File: config.mk
export PLATFORM = sky130hd
export DESIGN_NAME = bhgs_interp
export DESIGN_NICKNAME = d
export VERILOG_FILES = /design/src/rtl/core/bhgs_pkg.sv /design/src/rtl/core/bhgs_interp.sv
export SDC_FILE = /design/constraint.sdc
export NUM_CORES = 1
export LEC_CHECK = 0
export BUFFER_PORTS_ARGS = -buffer_cell sky130_fd_sc_hd__buf_2
export CAP_MARGIN = 20
export CORE_MARGIN = 2
export CORE_UTILIZATION = 60
export DETAILED_ROUTE_END_ITERATION = 7
export GPL_ROUTABILITY_DRIVEN = 0
export GPL_TIMING_DRIVEN = 1
export PLACE_DENSITY = 0.78
export REMOVE_ABC_BUFFERS = 1
export SYNTH_ARGS = -nofsm -noshare
export SYNTH_HDL_FRONTEND = slang
export SYNTH_SLANG_ARGS = --single-unit
File: constraint.sdc
create_clock -name clk -period 20.7 [get_ports clk]
set_input_delay 4.14 -clock clk [delete_from_list [all_inputs] [get_ports clk]]
set_output_delay 4.14 -clock clk [all_outputs]
set_load 0.01 [all_outputs]
File: src/rtl/core/bhgs_pkg.sv
`default_nettype none
package bhgs_pkg;

  localparam int MAX_GRID  = 128;
  localparam int FRAC_BITS = 8;
  localparam int COORD_W   = 17;
  localparam int HEIGHT_W  = 16;
  localparam int CFG_W     = 8;
  localparam int CFG_RESET = 128;

  // Integer part of a coordinate, cell index within the grid, and the grid
  // split into four banks by the parity of x and z.
  localparam int INT_W      = COORD_W - FRAC_BITS;
  localparam int CELL_W     = $clog2(MAX_GRID);
  localparam int HALF_W     = CELL_W - 1;
  localparam int BANK_AW    = 2 * HALF_W;
  localparam int BANK_DEPTH = (MAX_GRID * MAX_GRID) / 4;
  localparam int N_BANKS    = 4;
  localparam int SIZE_W     = $clog2(MAX_GRID + 1);
  localparam int CMP_W      = ((INT_W > SIZE_W) ? INT_W : SIZE_W) + 1;

  localparam logic CMD_LOAD  = 1'b0;
  localparam logic CMD_QUERY = 1'b1;

  typedef struct packed {
    logic                       command;
    logic signed [COORD_W-1:0]  coord_x;
    logic signed [COORD_W-1:0]  coord_z;
    logic signed [HEIGHT_W-1:0] height_value;
  } req_t;

  typedef struct packed {
    logic signed [HEIGHT_W-1:0] h00;
    logic signed [HEIGHT_W-1:0] h10;
    logic signed [HEIGHT_W-1:0] h01;
    logic signed [HEIGHT_W-1:0] h11;
    logic [FRAC_BITS-1:0]       tx;
    logic [FRAC_BITS-1:0]       tz;
  } corners_t;

endpackage
`default_nettype wire

File: src/rtl/core/bhgs_interp.sv
`default_nettype none
module bhgs_interp import bhgs_pkg::*; (
  input  wire logic                clk,
  input  wire logic                rst_n,
  input  wire logic                query_issue,
  input  wire corners_t            corners,
  input  wire logic                out_ready,
  output logic                     issue_ready,
  output logic                     out_valid,
  output logic signed [HEIGHT_W-1:0] height_out
);

  localparam int PROD_W = HEIGHT_W + FRAC_BITS + 2;

  // a + floor((b - a) * t / 2^FRAC_BITS). The true result lies between a and
  // b, so the low bits of the sum are all that is needed.
  function automatic logic signed [HEIGHT_W-1:0] lerp(input logic signed [HEIGHT_W-1:0] a,
                                                      input logic signed [HEIGHT_W-1:0] b,
                                                      input logic [FRAC_BITS-1:0] t);
    logic signed [PROD_W-1:0] d;
    logic signed [PROD_W-1:0] tt;
    logic signed [PROD_W-1:0] p;
    logic signed [PROD_W-1:0] s;
    d  = PROD_W'(b) - PROD_W'(a);
    tt = $signed(PROD_W'(t));
    p  = d * tt;
    s  = p >>> FRAC_BITS;
    return a + s[HEIGHT_W-1:0];
  endfunction

  logic v1_r, v2_r, v3_r;
  logic en1, en2, en3;
  logic signed [HEIGHT_W-1:0] h0_r, h1_r, out_r;
  logic [FRAC_BITS-1:0]       tz_r;

  // Each stage advances when the stage after it is free or moving.
  assign en3 = !v3_r || out_ready;
  assign en2 = !v2_r || en3;
  assign en1 = !v1_r || en2;

  always_ff @(posedge clk) begin
    if (!rst_n) begin
      v1_r <= 1'b0;
      v2_r <= 1'b0;
      v3_r <= 1'b0;
    end else begin
      if (en1) begin
        v1_r <= query_issue;
      end
      if (en2) begin
        v2_r <= v1_r;
      end
      if (en3) begin
        v3_r <= v2_r;
      end
    end
  end

  always_ff @(posedge clk) begin
    if (en2 && v1_r) begin
      h0_r <= lerp(corners.h00, corners.h10, corners.tx);
      h1_r <= lerp(corners.h01, corners.h11, corners.tx);
      tz_r <= corners.tz;
    end
    if (en3 && v2_r) begin
      out_r <= lerp(h0_r, h1_r, tz_r);
    end
  end

  assign issue_ready = en1;
  assign out_valid   = v3_r;
  assign height_out  = out_r;

endmodule
`default_nettype wire

; ---- Yosys cells after proc, flatten, opt, wreduce, memory -nomap -nowiden
; Index checks and enable logic that the tools add are counted.
[word_totals]
reg_bits = 59
out_inout_bits = 18
input_bits = 84
[op_classes]
reduce_logical = 8
addsub = 6
n_mul = 3
[ops]
columns = op, count
row1 = $mul A17 B9 Y24, 3
row2 = $sub A16 B16 Y17, 3
row3 = $add A16 B16 Y16, 3
row4 = $logic_not A1 Y1, 3
row5 = $logic_or A1 B1 Y1, 3
row6 = $logic_and A1 B1 Y1, 2

; ---- Longest topological paths before layout
; Gate-level depths: netlist of run 1.
[depth]
depth_word = 4
depth_mapped = 37
mapped_depth_nobuf = 36

; ---- Worst setup path before layout of run 1
; OpenSTA, ideal clock, no wires.
[synth_timing]
path_kind = input port to flip-flop
from = input corners[65] (netlist bit)
to = register h0_r[15] (data pin)
path_stages = 37
path_slack_ns = 9.098
setup_time_ns = 0.268
t_arrival_ns = 11.335
required_time_ns = 20.432
n_path_buf = 3
path_cell_list = inv_1 ha_1 nor2b_1 o21ai_1 a21boi_1 o21a_1 o22a_1 a2111oi_1 or3_1 buf_2 and2_1 buf_2 buf_2 nand3_1 fa_1 inv_1 fa_1 fa_1 inv_1 fa_1 inv_1 ha_1 o21ai_0 nor2_1 a211oi_2 o21bai_1 nand2_1 nand2_1 xnor2_1 ha_1 and3_1 nand4_1 nand3_1 o31ai_1 o2111ai_1 a21oi_1 xnor3_1
[synth_via]
elab_chain_len = 3
[synth_rtl]
columns = element, line_no
row1 = start: declaration, bhgs_interp.sv:6  ; input wire corners_t corners,
row2 = $sub A16 B16 Y17, bhgs_interp.sv:24  ; d = PROD_W'(b) - PROD_W'(a);
row3 = $mul A17 B9 Y24, bhgs_interp.sv:26  ; p = d * tt;
row4 = $add A16 B16 Y16 *, bhgs_interp.sv:28  ; return a + s[HEIGHT_W-1:0];
row5 = end signal: assignment, bhgs_interp.sv:61  ; h0_r <= lerp(corners.h00, corners.h10, corners.tx);
row6 = end: declaration, bhgs_interp.sv:33  ; logic signed [HEIGHT_W-1:0] h0_r, h1_r, out_r;
; Every way passes the cells marked *; elsewhere a longest branch is shown, timed or not.
; A chain may end at the register's enable or synchronous reset.

; ---- Worst setup path in the final report of run 1
; Same ends and word-level chain as after synthesis.

==> flow_summary.ini, run 1 <==
[cells_and_area]
finalNonFillerCells = 2882
stdcell_area_um2 = 21100
n_antenna_cell = 0
area_growth_pct = 5.82
drive_gt1_share_pct = 6.11
nNetsFinal = 3056

[sta]
min_period_ps = 12440
fin_skew_ps = 15.1
worst_pin_slew_ps = 1100
maxSlewHeadroom_pct = 26.1
hold_viol = 0
setup_violations = 0
fin_tns_setup_ps = 0
period_share_pct = 60.1
drv_slew = 0
fin_ws_ps = 8260
rsz0062_at_grt = false
timing.fmax_mhz = 80.4

[global_route]
grt_overflow_total = 0
grt_use_total_pct = 28.8
grt_pass1_wl_um = 81800
grt_max_degree = 41
grt_pass1_vias = 17419
antenna_found_initial = 0

[worst_setup_path]
cp.arrival_ps = 12530
start_kind = input port
required_ps = 20790
cp-end-kind = flop
critical-path-max-stage-delay_ps = 580
worstPathMaxFanout = 8
startpoint = corners[65]
r2r-start = h0_r[1]
crit_slowest_cell = fa_1
crit_type = in -> reg

[die]
dieArea_um2 = 34800
io_pins = 102
die_h_um = 186
die_x_um = 186
initial_utilization_pct = 61.2
core_area_um2 = 32600
rows = 66

[yosys]
synth.top_cells.by_area = fa_1, ha_1, inv_1
post-synth-top-count-cell = inv_1
synth_cell_types = 71
async_flop_share_pct = 0
yosys_most_used_dff = edfxtp_1
syn_area_per_cell_um2 = 8.37
ys_top_cells_by_count = inv_1, fa_1, nand2_1
synth_warnings = 0
synth_seq_area_share_pct = 8.72
synth_edf_count = 56
netlist_area_um2 = 20000
ys_seq_elements = 59
netlist.area_leader.share_pct = 31.3
syn_inst = 2385
yosys.area.top_type = fa_1

[clock_tree]
cts_tree = built
cts.htree.levels = 3
cts_setup_buffers = 0
path_clk_slew_ps = 60
post_cts_resized = 0
cts_buffers = 9
clk_latency_ps = 360
cts-root-buf = clkbuf_16
clkSinkCount = 59
clockBufferDepth = 2
cts_hold_buf = 0

[placed_design]
dp.final_hpwl_um = 39300
post-place-ws_ps = 7990
place_area_um2 = 20900
port_buffers = 101
dp.cells = 2866

[detailed_routing]
drt_iter0_markers = 835
first_pass_iters = 7
wl_met3_um = 2690
drc = 0
routed.top_layer = met4
totalWireLength_um = 48200
vias_per_cell = 5.64
avgRoutedWirePerCell_um = 16.7
via_count = 16253
antenna_left = 0
wl_met2_um = 24500
wl_met1_um = 19200

[hold_path]
hp-class = reg -> reg
min_from = v1_r

[run]
drv_cap = 0

[status]
status = completed
[per-layer routing]
layer	vias up	global-route usage [%]
met5	-	0
met4	0	13.1
met3	130	3.16
met2	563	51.9
met1	7917	34.8
li1	7643	-
[critical path, delay by kind of cell]
kind	cells	cell delay, ps
compound gates	12	3100
fa+ha+maj	7	2960
simple gates	9	1030
xor+xnor	3	930
buf+inv	5	350
[cells in the final DEF, fill, tap and decap left out, types with 8 or more instances in the layout]
| cell | count |
|---|---|
| a31oi_1 | 11 |
| nor3_1 | 55 |
| nand2b_1 | 27 |
| a21o_1 | 22 |
| a211oi_1 | 26 |
| fa_1 | 312 |
| nor2b_1 | 47 |
| o211ai_1 | 13 |
| and2_1 | 121 |
| clkbuf_16 | 9 |
| and3_1 | 18 |
| inv_1 | 523 |
| xor2_1 | 18 |
| or3_1 | 8 |
| or2_2 | 11 |
| buf_2 | 101 |
| nor4_1 | 8 |
| o21bai_1 | 12 |
| o21ai_0 | 19 |
| ha_1 | 225 |
| edfxtp_1 | 56 |
| o21a_1 | 23 |
| a21oi_1 | 59 |
| nand2_1 | 288 |
| nand3_1 | 60 |
| xnor2_1 | 101 |
| o21ai_1 | 13 |
| o221ai_1 | 10 |
| buf_4 | 11 |
| nor2_1 | 111 |
[state kept, by name, summed over array words and instances, names as in the netlist]
signal / cells
h0_r: 16
h1_r: 16
height_out: 16
out_valid: 1
tz_r: 8
v1_r: 1
v2_r: 1
[cells by family after synthesis]
logic type	after synthesis	synth area share (%)
flops	59	8.72
mux	3	0.150
buf+inv	599	11.3
compound gates	282	9.86
fa+ha+maj	537	45.4
simple gates	784	19.2
xor+xnor	121	5.44
[layout make-up]
| class | instances | area (µm²) |
|---|---|---|
| tap | 442 | 553 |
| timing repair buffer | 112 | 588 |
| fill | 2738 | 11500 |
| multi-input combinational | 1727 | 16000 |
| sequential | 59 | 1740 |
| clock buffer | 12 | 256 |
| clock inverter | 4 | 26.3 |
| inverter | 526 | 1970 |
[metrics by stage]
step                      util (%)  hold WS, ps
after global routing          64.8          614
final                         64.8          556
after global placement        63.9          509
after floorplan                  -          475
after detailed placement      63.9          542
after CTS                     64.8          553
[final timing paths]
| check | to | slack [ps] | cells past startpoint |
|---|---|---|---|
| setup / recovery | h0_r[15] | 8260 | 36 |
| hold / removal | v2_r | 560 | 2 |
| setup reg to reg | height_out[15] | 11160 | 35 |
| hold reg to reg | v2_r | 560 | 2 |
Power of run 1 is not shown: default switching activity piles up to over one toggle a cycle in this logic, so the estimate is an artifact.
==> run 2, diff against run 1 <==
--- a/config.mk
+++ b/config.mk
@@ -5,6 +5,7 @@
 export SDC_FILE = /design/constraint.sdc
 export NUM_CORES = 1
 export LEC_CHECK = 0
+export ABC_AREA = 1
 export BUFFER_PORTS_ARGS = -buffer_cell sky130_fd_sc_hd__buf_2
 export CAP_MARGIN = 20
 export CORE_MARGIN = 2
==> constraint.sdc (replaced) <==
create_clock -name clk -period 11.8 [get_ports clk]
set_input_delay 2.36 -clock clk [delete_from_list [all_inputs] [get_ports clk]]
set_output_delay 2.36 -clock clk [all_outputs]
set_load 0.01 [all_outputs]
==> run 2 against run 1 <==
  * Worst setup slack lost 5700 ps
  * Global-route usage grew 2.6 points
  * Via count grew 12%
  * Clock-buffer cell count shrank 3
  * Largest cell class unchanged
  * Register-to-register slack lost 7100 ps
  * Die area grew 2.5%
  * Synthesized cell count grew 16%
  * Sequential share of layout area shrank 0.25 points
  * Flip-flop and latch count is the same
  * First-iteration DRC count grew 78%
  * Final cell count grew 15%
  * Utilization grew 0.18 points
  * Highest routed layer unchanged
==> flow_summary.ini, run 2 <==
[status]
status = completed

[worst_setup_path]
crit_slowest_cell = xnor2_1
critical-path-max-stage-delay_ps = 590
worstPathMaxFanout = 7
start_kind = input port
required_ps = 11900
cp-end-kind = flop
cp.arrival_ps = 9330
startpoint = corners[16]
r2r-start = h0_r[0]
crit_type = in -> reg

[global_route]
use_met3_pct = 3.80
grt_use_met1_pct = 37.4
grt_use_total_pct = 31.4
grt_overflow_total = 0
antenna_found_initial = 0
grt.busiest_layer = met2
grt_pass1_wl_um = 89800
use_met2_pct = 55.6
grt_max_degree = 41
grt_pass1_vias = 18692

[yosys]
ys_top_cells_by_count = inv_1, nand2_1, fa_1
syn_inst = 2773
yosys_most_used_dff = edfxtp_1
synth_seq_area_share_pct = 8.50
synth.top_cells.by_area = fa_1, ha_1, inv_1
synth_cell_types = 52
synth_warnings = 0
syn_area_per_cell_um2 = 7.38
synth_edf_count = 56
netlist.area_leader.share_pct = 30.5
async_flop_share_pct = 0
netlist_area_um2 = 20500
post-synth-top-count-cell = inv_1
yosys.area.top_type = fa_1
ys_seq_elements = 59

[hold_path]
hp-class = reg -> reg
min_from = v2_r

[cells_and_area]
drive_gt1_share_pct = 6.72
final_util_pct = 65.0
fillers = 2930
final_common_cell = inv_1
stdcell_area_um2 = 21800
n_antenna_cell = 0
nNetsFinal = 3475
final_cell_mix = inv_1, nand2_1, fa_1
area_growth_pct = 6.40

[die]
core_area_um2 = 33500
io_pins = 102
dieArea_um2 = 35600
die_h_um = 189
initial_utilization_pct = 61.1
die_x_um = 189
rows = 67

[detailed_routing]
antenna_left = 0
vias_per_cell = 5.51
avgRoutedWirePerCell_um = 16.4
drt_iter0_markers = 1488
drc = 0
totalWireLength_um = 54300
via_count = 18218
first_pass_iters = 7

[clock_tree]
clkSinkCount = 59
cts-root-buf = clkbuf_16
cts_hold_buf = 0
path_clk_slew_ps = 60
post_cts_resized = 0
clockBufferDepth = 2
clk_latency_ps = 350
cts_setup_buffers = 0
cts_buffers = 9
cts_tree = built
cts.htree.levels = 3

[run]
drv_cap = 0

[sta]
fin_hold_ws_ps = 488
min_period_ps = 9240
period_share_pct = 78.3
fin_tns_setup_ps = 0
maxSlewHeadroom_pct = 29.6
drv_slew = 0
fin_skew_ps = 12.6
timing.fmax_mhz = 108
hold_viol = 0
rsz0062_at_grt = false
worst_pin_slew_ps = 1050
setup_violations = 0

[placed_design]
port_buffers = 101
dp.final_hpwl_um = 45900
place_area_um2 = 21400
[run 2: cell count changes after synthesis, sizes merged, moves of 33 or more]
cell / change
nand2: +296
inv: +171
nor2: +158
and2: -119
a21oi: +96
nand3: +75
xnor2: -67
xor2: +58
nor2b: -47
nor3: -34
clkbuf: -33
[run 2: layout make-up]
type | count | area (µm²) | share of cell area, %
Timing Repair Buffer | 105 | 576 | 2.64
Inverter | 699 | 2620 | 12.0
Clock buffer | 9 | 225 | 1.03
Multi-Input combinational cell | 1980 | 16000 | 73.3
Clock inverter | 7 | 83.8 | 0.385
Sequential cell | 59 | 1740 | 7.99
Tap cell | 448 | 561 | 2.57
[run 2: worst max-delay path, delay by kind of cell]
family / cells / cell delay [ps]
compound gates: 6 / 1410
xor+xnor: 3 / 890
fa+ha+maj: 8 / 3420
buf+inv: 6 / 360
simple gates: 7 / 870
[run 2: kinds of logic (layout without fill, tap and decap cells)]
| family | Yosys count | in the layout | share of synthesized area, % |
|---|---|---|---|
| simple gates | 1069 | 1069 | 21.7 |
| buf+inv | 734 | 820 | 13.5 |
| fa+ha+maj | 537 | 537 | 44.2 |
| compound gates | 264 | 264 | 7.29 |
| xor+xnor | 110 | 110 | 4.81 |
| flops | 59 | 59 | 8.50 |
[run 2: stage by stage]
stage	worst slack, ps	cells
after floorplan	3260	2738
after global placement	2550	3289
after detailed placement	2390	3289
after CTS	2720	3305
after global routing	2090	3307
final	2560	3307
[run 2: path summary, 6_finish.rpt]
kind,endpoint,slack [ps],cells after the start
hold reg to reg,out_valid,490,2
hold / removal,out_valid,490,2
setup / recovery,h1_r[9],2560,30
setup reg to reg,height_out[9],4020,32
[run 2: per-layer routing]
| metal | vias to the layer above | share of wire, % |
|---|---|---|
| met5 | - | 0 |
| met4 | 0 | 5.9 |
| met3 | 190 | 6.1 |
| met2 | 735 | 50 |
| met1 | 8729 | 38 |
| li1 | 8564 | - |
Power of run 2 is left out for the same reason.
==> run 3, diff against run 2 <==
--- a/config.mk
+++ b/config.mk
@@ -9,11 +9,11 @@
 export BUFFER_PORTS_ARGS = -buffer_cell sky130_fd_sc_hd__buf_2
 export CAP_MARGIN = 20
 export CORE_MARGIN = 2
-export CORE_UTILIZATION = 60
+export CORE_UTILIZATION = 59
 export DETAILED_ROUTE_END_ITERATION = 7
 export GPL_ROUTABILITY_DRIVEN = 0
 export GPL_TIMING_DRIVEN = 1
-export PLACE_DENSITY = 0.78
+export PLACE_DENSITY = 0.8
 export REMOVE_ABC_BUFFERS = 1
 export SYNTH_ARGS = -nofsm -noshare
 export SYNTH_HDL_FRONTEND = slang
==> constraint.sdc (replaced) <==
create_clock -name clk -period 7.5 [get_ports clk]
set_input_delay 1.5 -clock clk [delete_from_list [all_inputs] [get_ports clk]]
set_output_delay 1.5 -clock clk [all_outputs]
set_load 0.01 [all_outputs]
==> run 3 against run 2 <==
  * The flow now finishes with violations (DRC, setup timing)
  * Critical path depth increased by 11
  * Design area increased by 22%
  * Via count increased by 23%
  * First-iteration DRC count increased by 72%
  * Final cell count increased by 12%
  * Routed wire length increased by 42%
  * Non-clock buffer count increased by 387
==> flow_summary.ini, run 3 (same netlist as run 2, synthesis figures left out) <==
[global_route]
grt_pass1_wl_um = 96500
grt_use_total_pct = 33.2
antenna_found_initial = 1
grt_overflow_total = 0
grt_max_degree = 41
grt_pass1_vias = 20894

[worst_setup_path]
worstPathMaxFanout = 5
required_ps = 7570
critical-path-max-stage-delay_ps = 720
cpMostUsedCell = nand2_1
r2r_slack_ps = 260
cp-end-kind = flop
cp_num_buf_inv = 11
cp.arrival_ps = 8350
path_delay_family = adder cells
crit_slowest_cell = fa_1
start_kind = input port
crit_type = in -> reg

[cells_and_area]
final_common_cell = inv_1
drive_gt1_share_pct = 28.3
fillers = 2046
area_growth_pct = 29.7
final_cell_mix = inv_1, nand2_1, buf_4
stdcell_area_um2 = 26600
final_util_pct = 77.3
nNetsFinal = 3862

[detailed_routing]
via_count = 22427
drt_iter0_markers = 2553
drc = 13
antenna_left = 0
first_pass_iters = 8
vias_per_cell = 6.06
avgRoutedWirePerCell_um = 20.9
totalWireLength_um = 77200

[placed_design]
port_buffers = 101
dp.final_hpwl_um = 49200
place_area_um2 = 23900

[hold_path]
hp-class = reg -> reg

[clock_tree]
clockBufferDepth = 2
cts_hold_buf = 0
clkSinkCount = 59
cts_buffers = 9
cts_tree = built
cts.htree.levels = 3
path_clk_slew_ps = 60
cts-root-buf = clkbuf_16
clk_latency_ps = 350

[sta]
period_share_pct = 110
fin_skew_ps = 7.31
min_period_ps = 8270
worst_pin_slew_ps = 1140
timing.fmax_mhz = 121
rsz0062_at_grt = true
fin_ws_ps = -772
drv_slew = 0
setup_violations = 26
maxSlewHeadroom_pct = 23.5
hold_viol = 0

[die]
core_area_um2 = 34400
die_h_um = 190
io_pins = 102
rows = 68
die_x_um = 190
dieArea_um2 = 36200
initial_utilization_pct = 59.6

[status]
violations = DRC, setup timing
status = finished with violations

[run]
drv_cap = 0
-- run 3: cell count changes in the layout (fill, tap and decap cells not counted), sizes merged --
| cell | change |
|---|---|
| buf | +387 |
| diode | +1 |
| clkbuf | +1 |
| clkinvlp | +2 |
| inv | -3 |
-- run 3: repair_timing --
item / CTS / global route
pin swaps: 40 / 187
setup buffers: 11 / 54
gates resized for setup: 67 / 367
hold endpoints to repair: 0 / 0
setup endpoints to repair: 17 / 32
-- run 3: worst paths after layout --
kind                             startpoint             end  cells past startpoint
worst max register to register      h0_r[3]  height_out[12]                     30
worst max-delay path            corners[32]        h1_r[15]                     41
worst min-delay path                   v2_r       out_valid                      2
worst min register to register         v2_r       out_valid                      2
-- run 3: area by class of cell --
type / count / area, µm² / area share [%]
Antenna cell: 1 / 2.50 / 0.00942
Multi-Input combinational cell: 1980 / 17800 / 67.0
Tap cell: 455 / 569 / 2.14
Timing Repair Buffer: 492 / 3530 / 13.3
Clock buffer: 10 / 229 / 0.862
Inverter: 699 / 2630 / 9.89
Clock inverter: 6 / 66.3 / 0.250
Sequential cell: 59 / 1740 / 6.56
-- run 3: tightest hold or removal path, delay by kind of cell (launching register included) --
family / cells / cell delay, ps
AOI/OAI and AO/OA: 1 / 60
buffers and inverters: 1 / 70
DFF: 1 / 290
-- run 3: per-stage QoR --
step | worst slack [ps] | cells | hold slack (ps) | TNS [ps]
global placement | -549 | 3623 | 461 | -7260
floorplan | -184 | 2738 | 454 | -576
detailed placement | -667 | 3623 | 469 | -10170
CTS | -8.70 | 3650 | 477 | -18.1
global route | -1180 | 3702 | 513 | -18280
finish | -772 | 3702 | 475 | -13220
-- run 3: metal layers --
| metal | vias to the layer above | wire [µm] | track usage [%] |
|---|---|---|---|
| met2 | 1907 | 35600 | 58.6 |
| met3 | 791 | 8550 | 4.18 |
| met1 | 10401 | 24700 | 38.1 |
| met5 | - | 0 | 0 |
| li1 | 9328 | - | - |
| met4 | 0 | 8280 | 21.1 |
Power of run 3 is left out for the same reason.
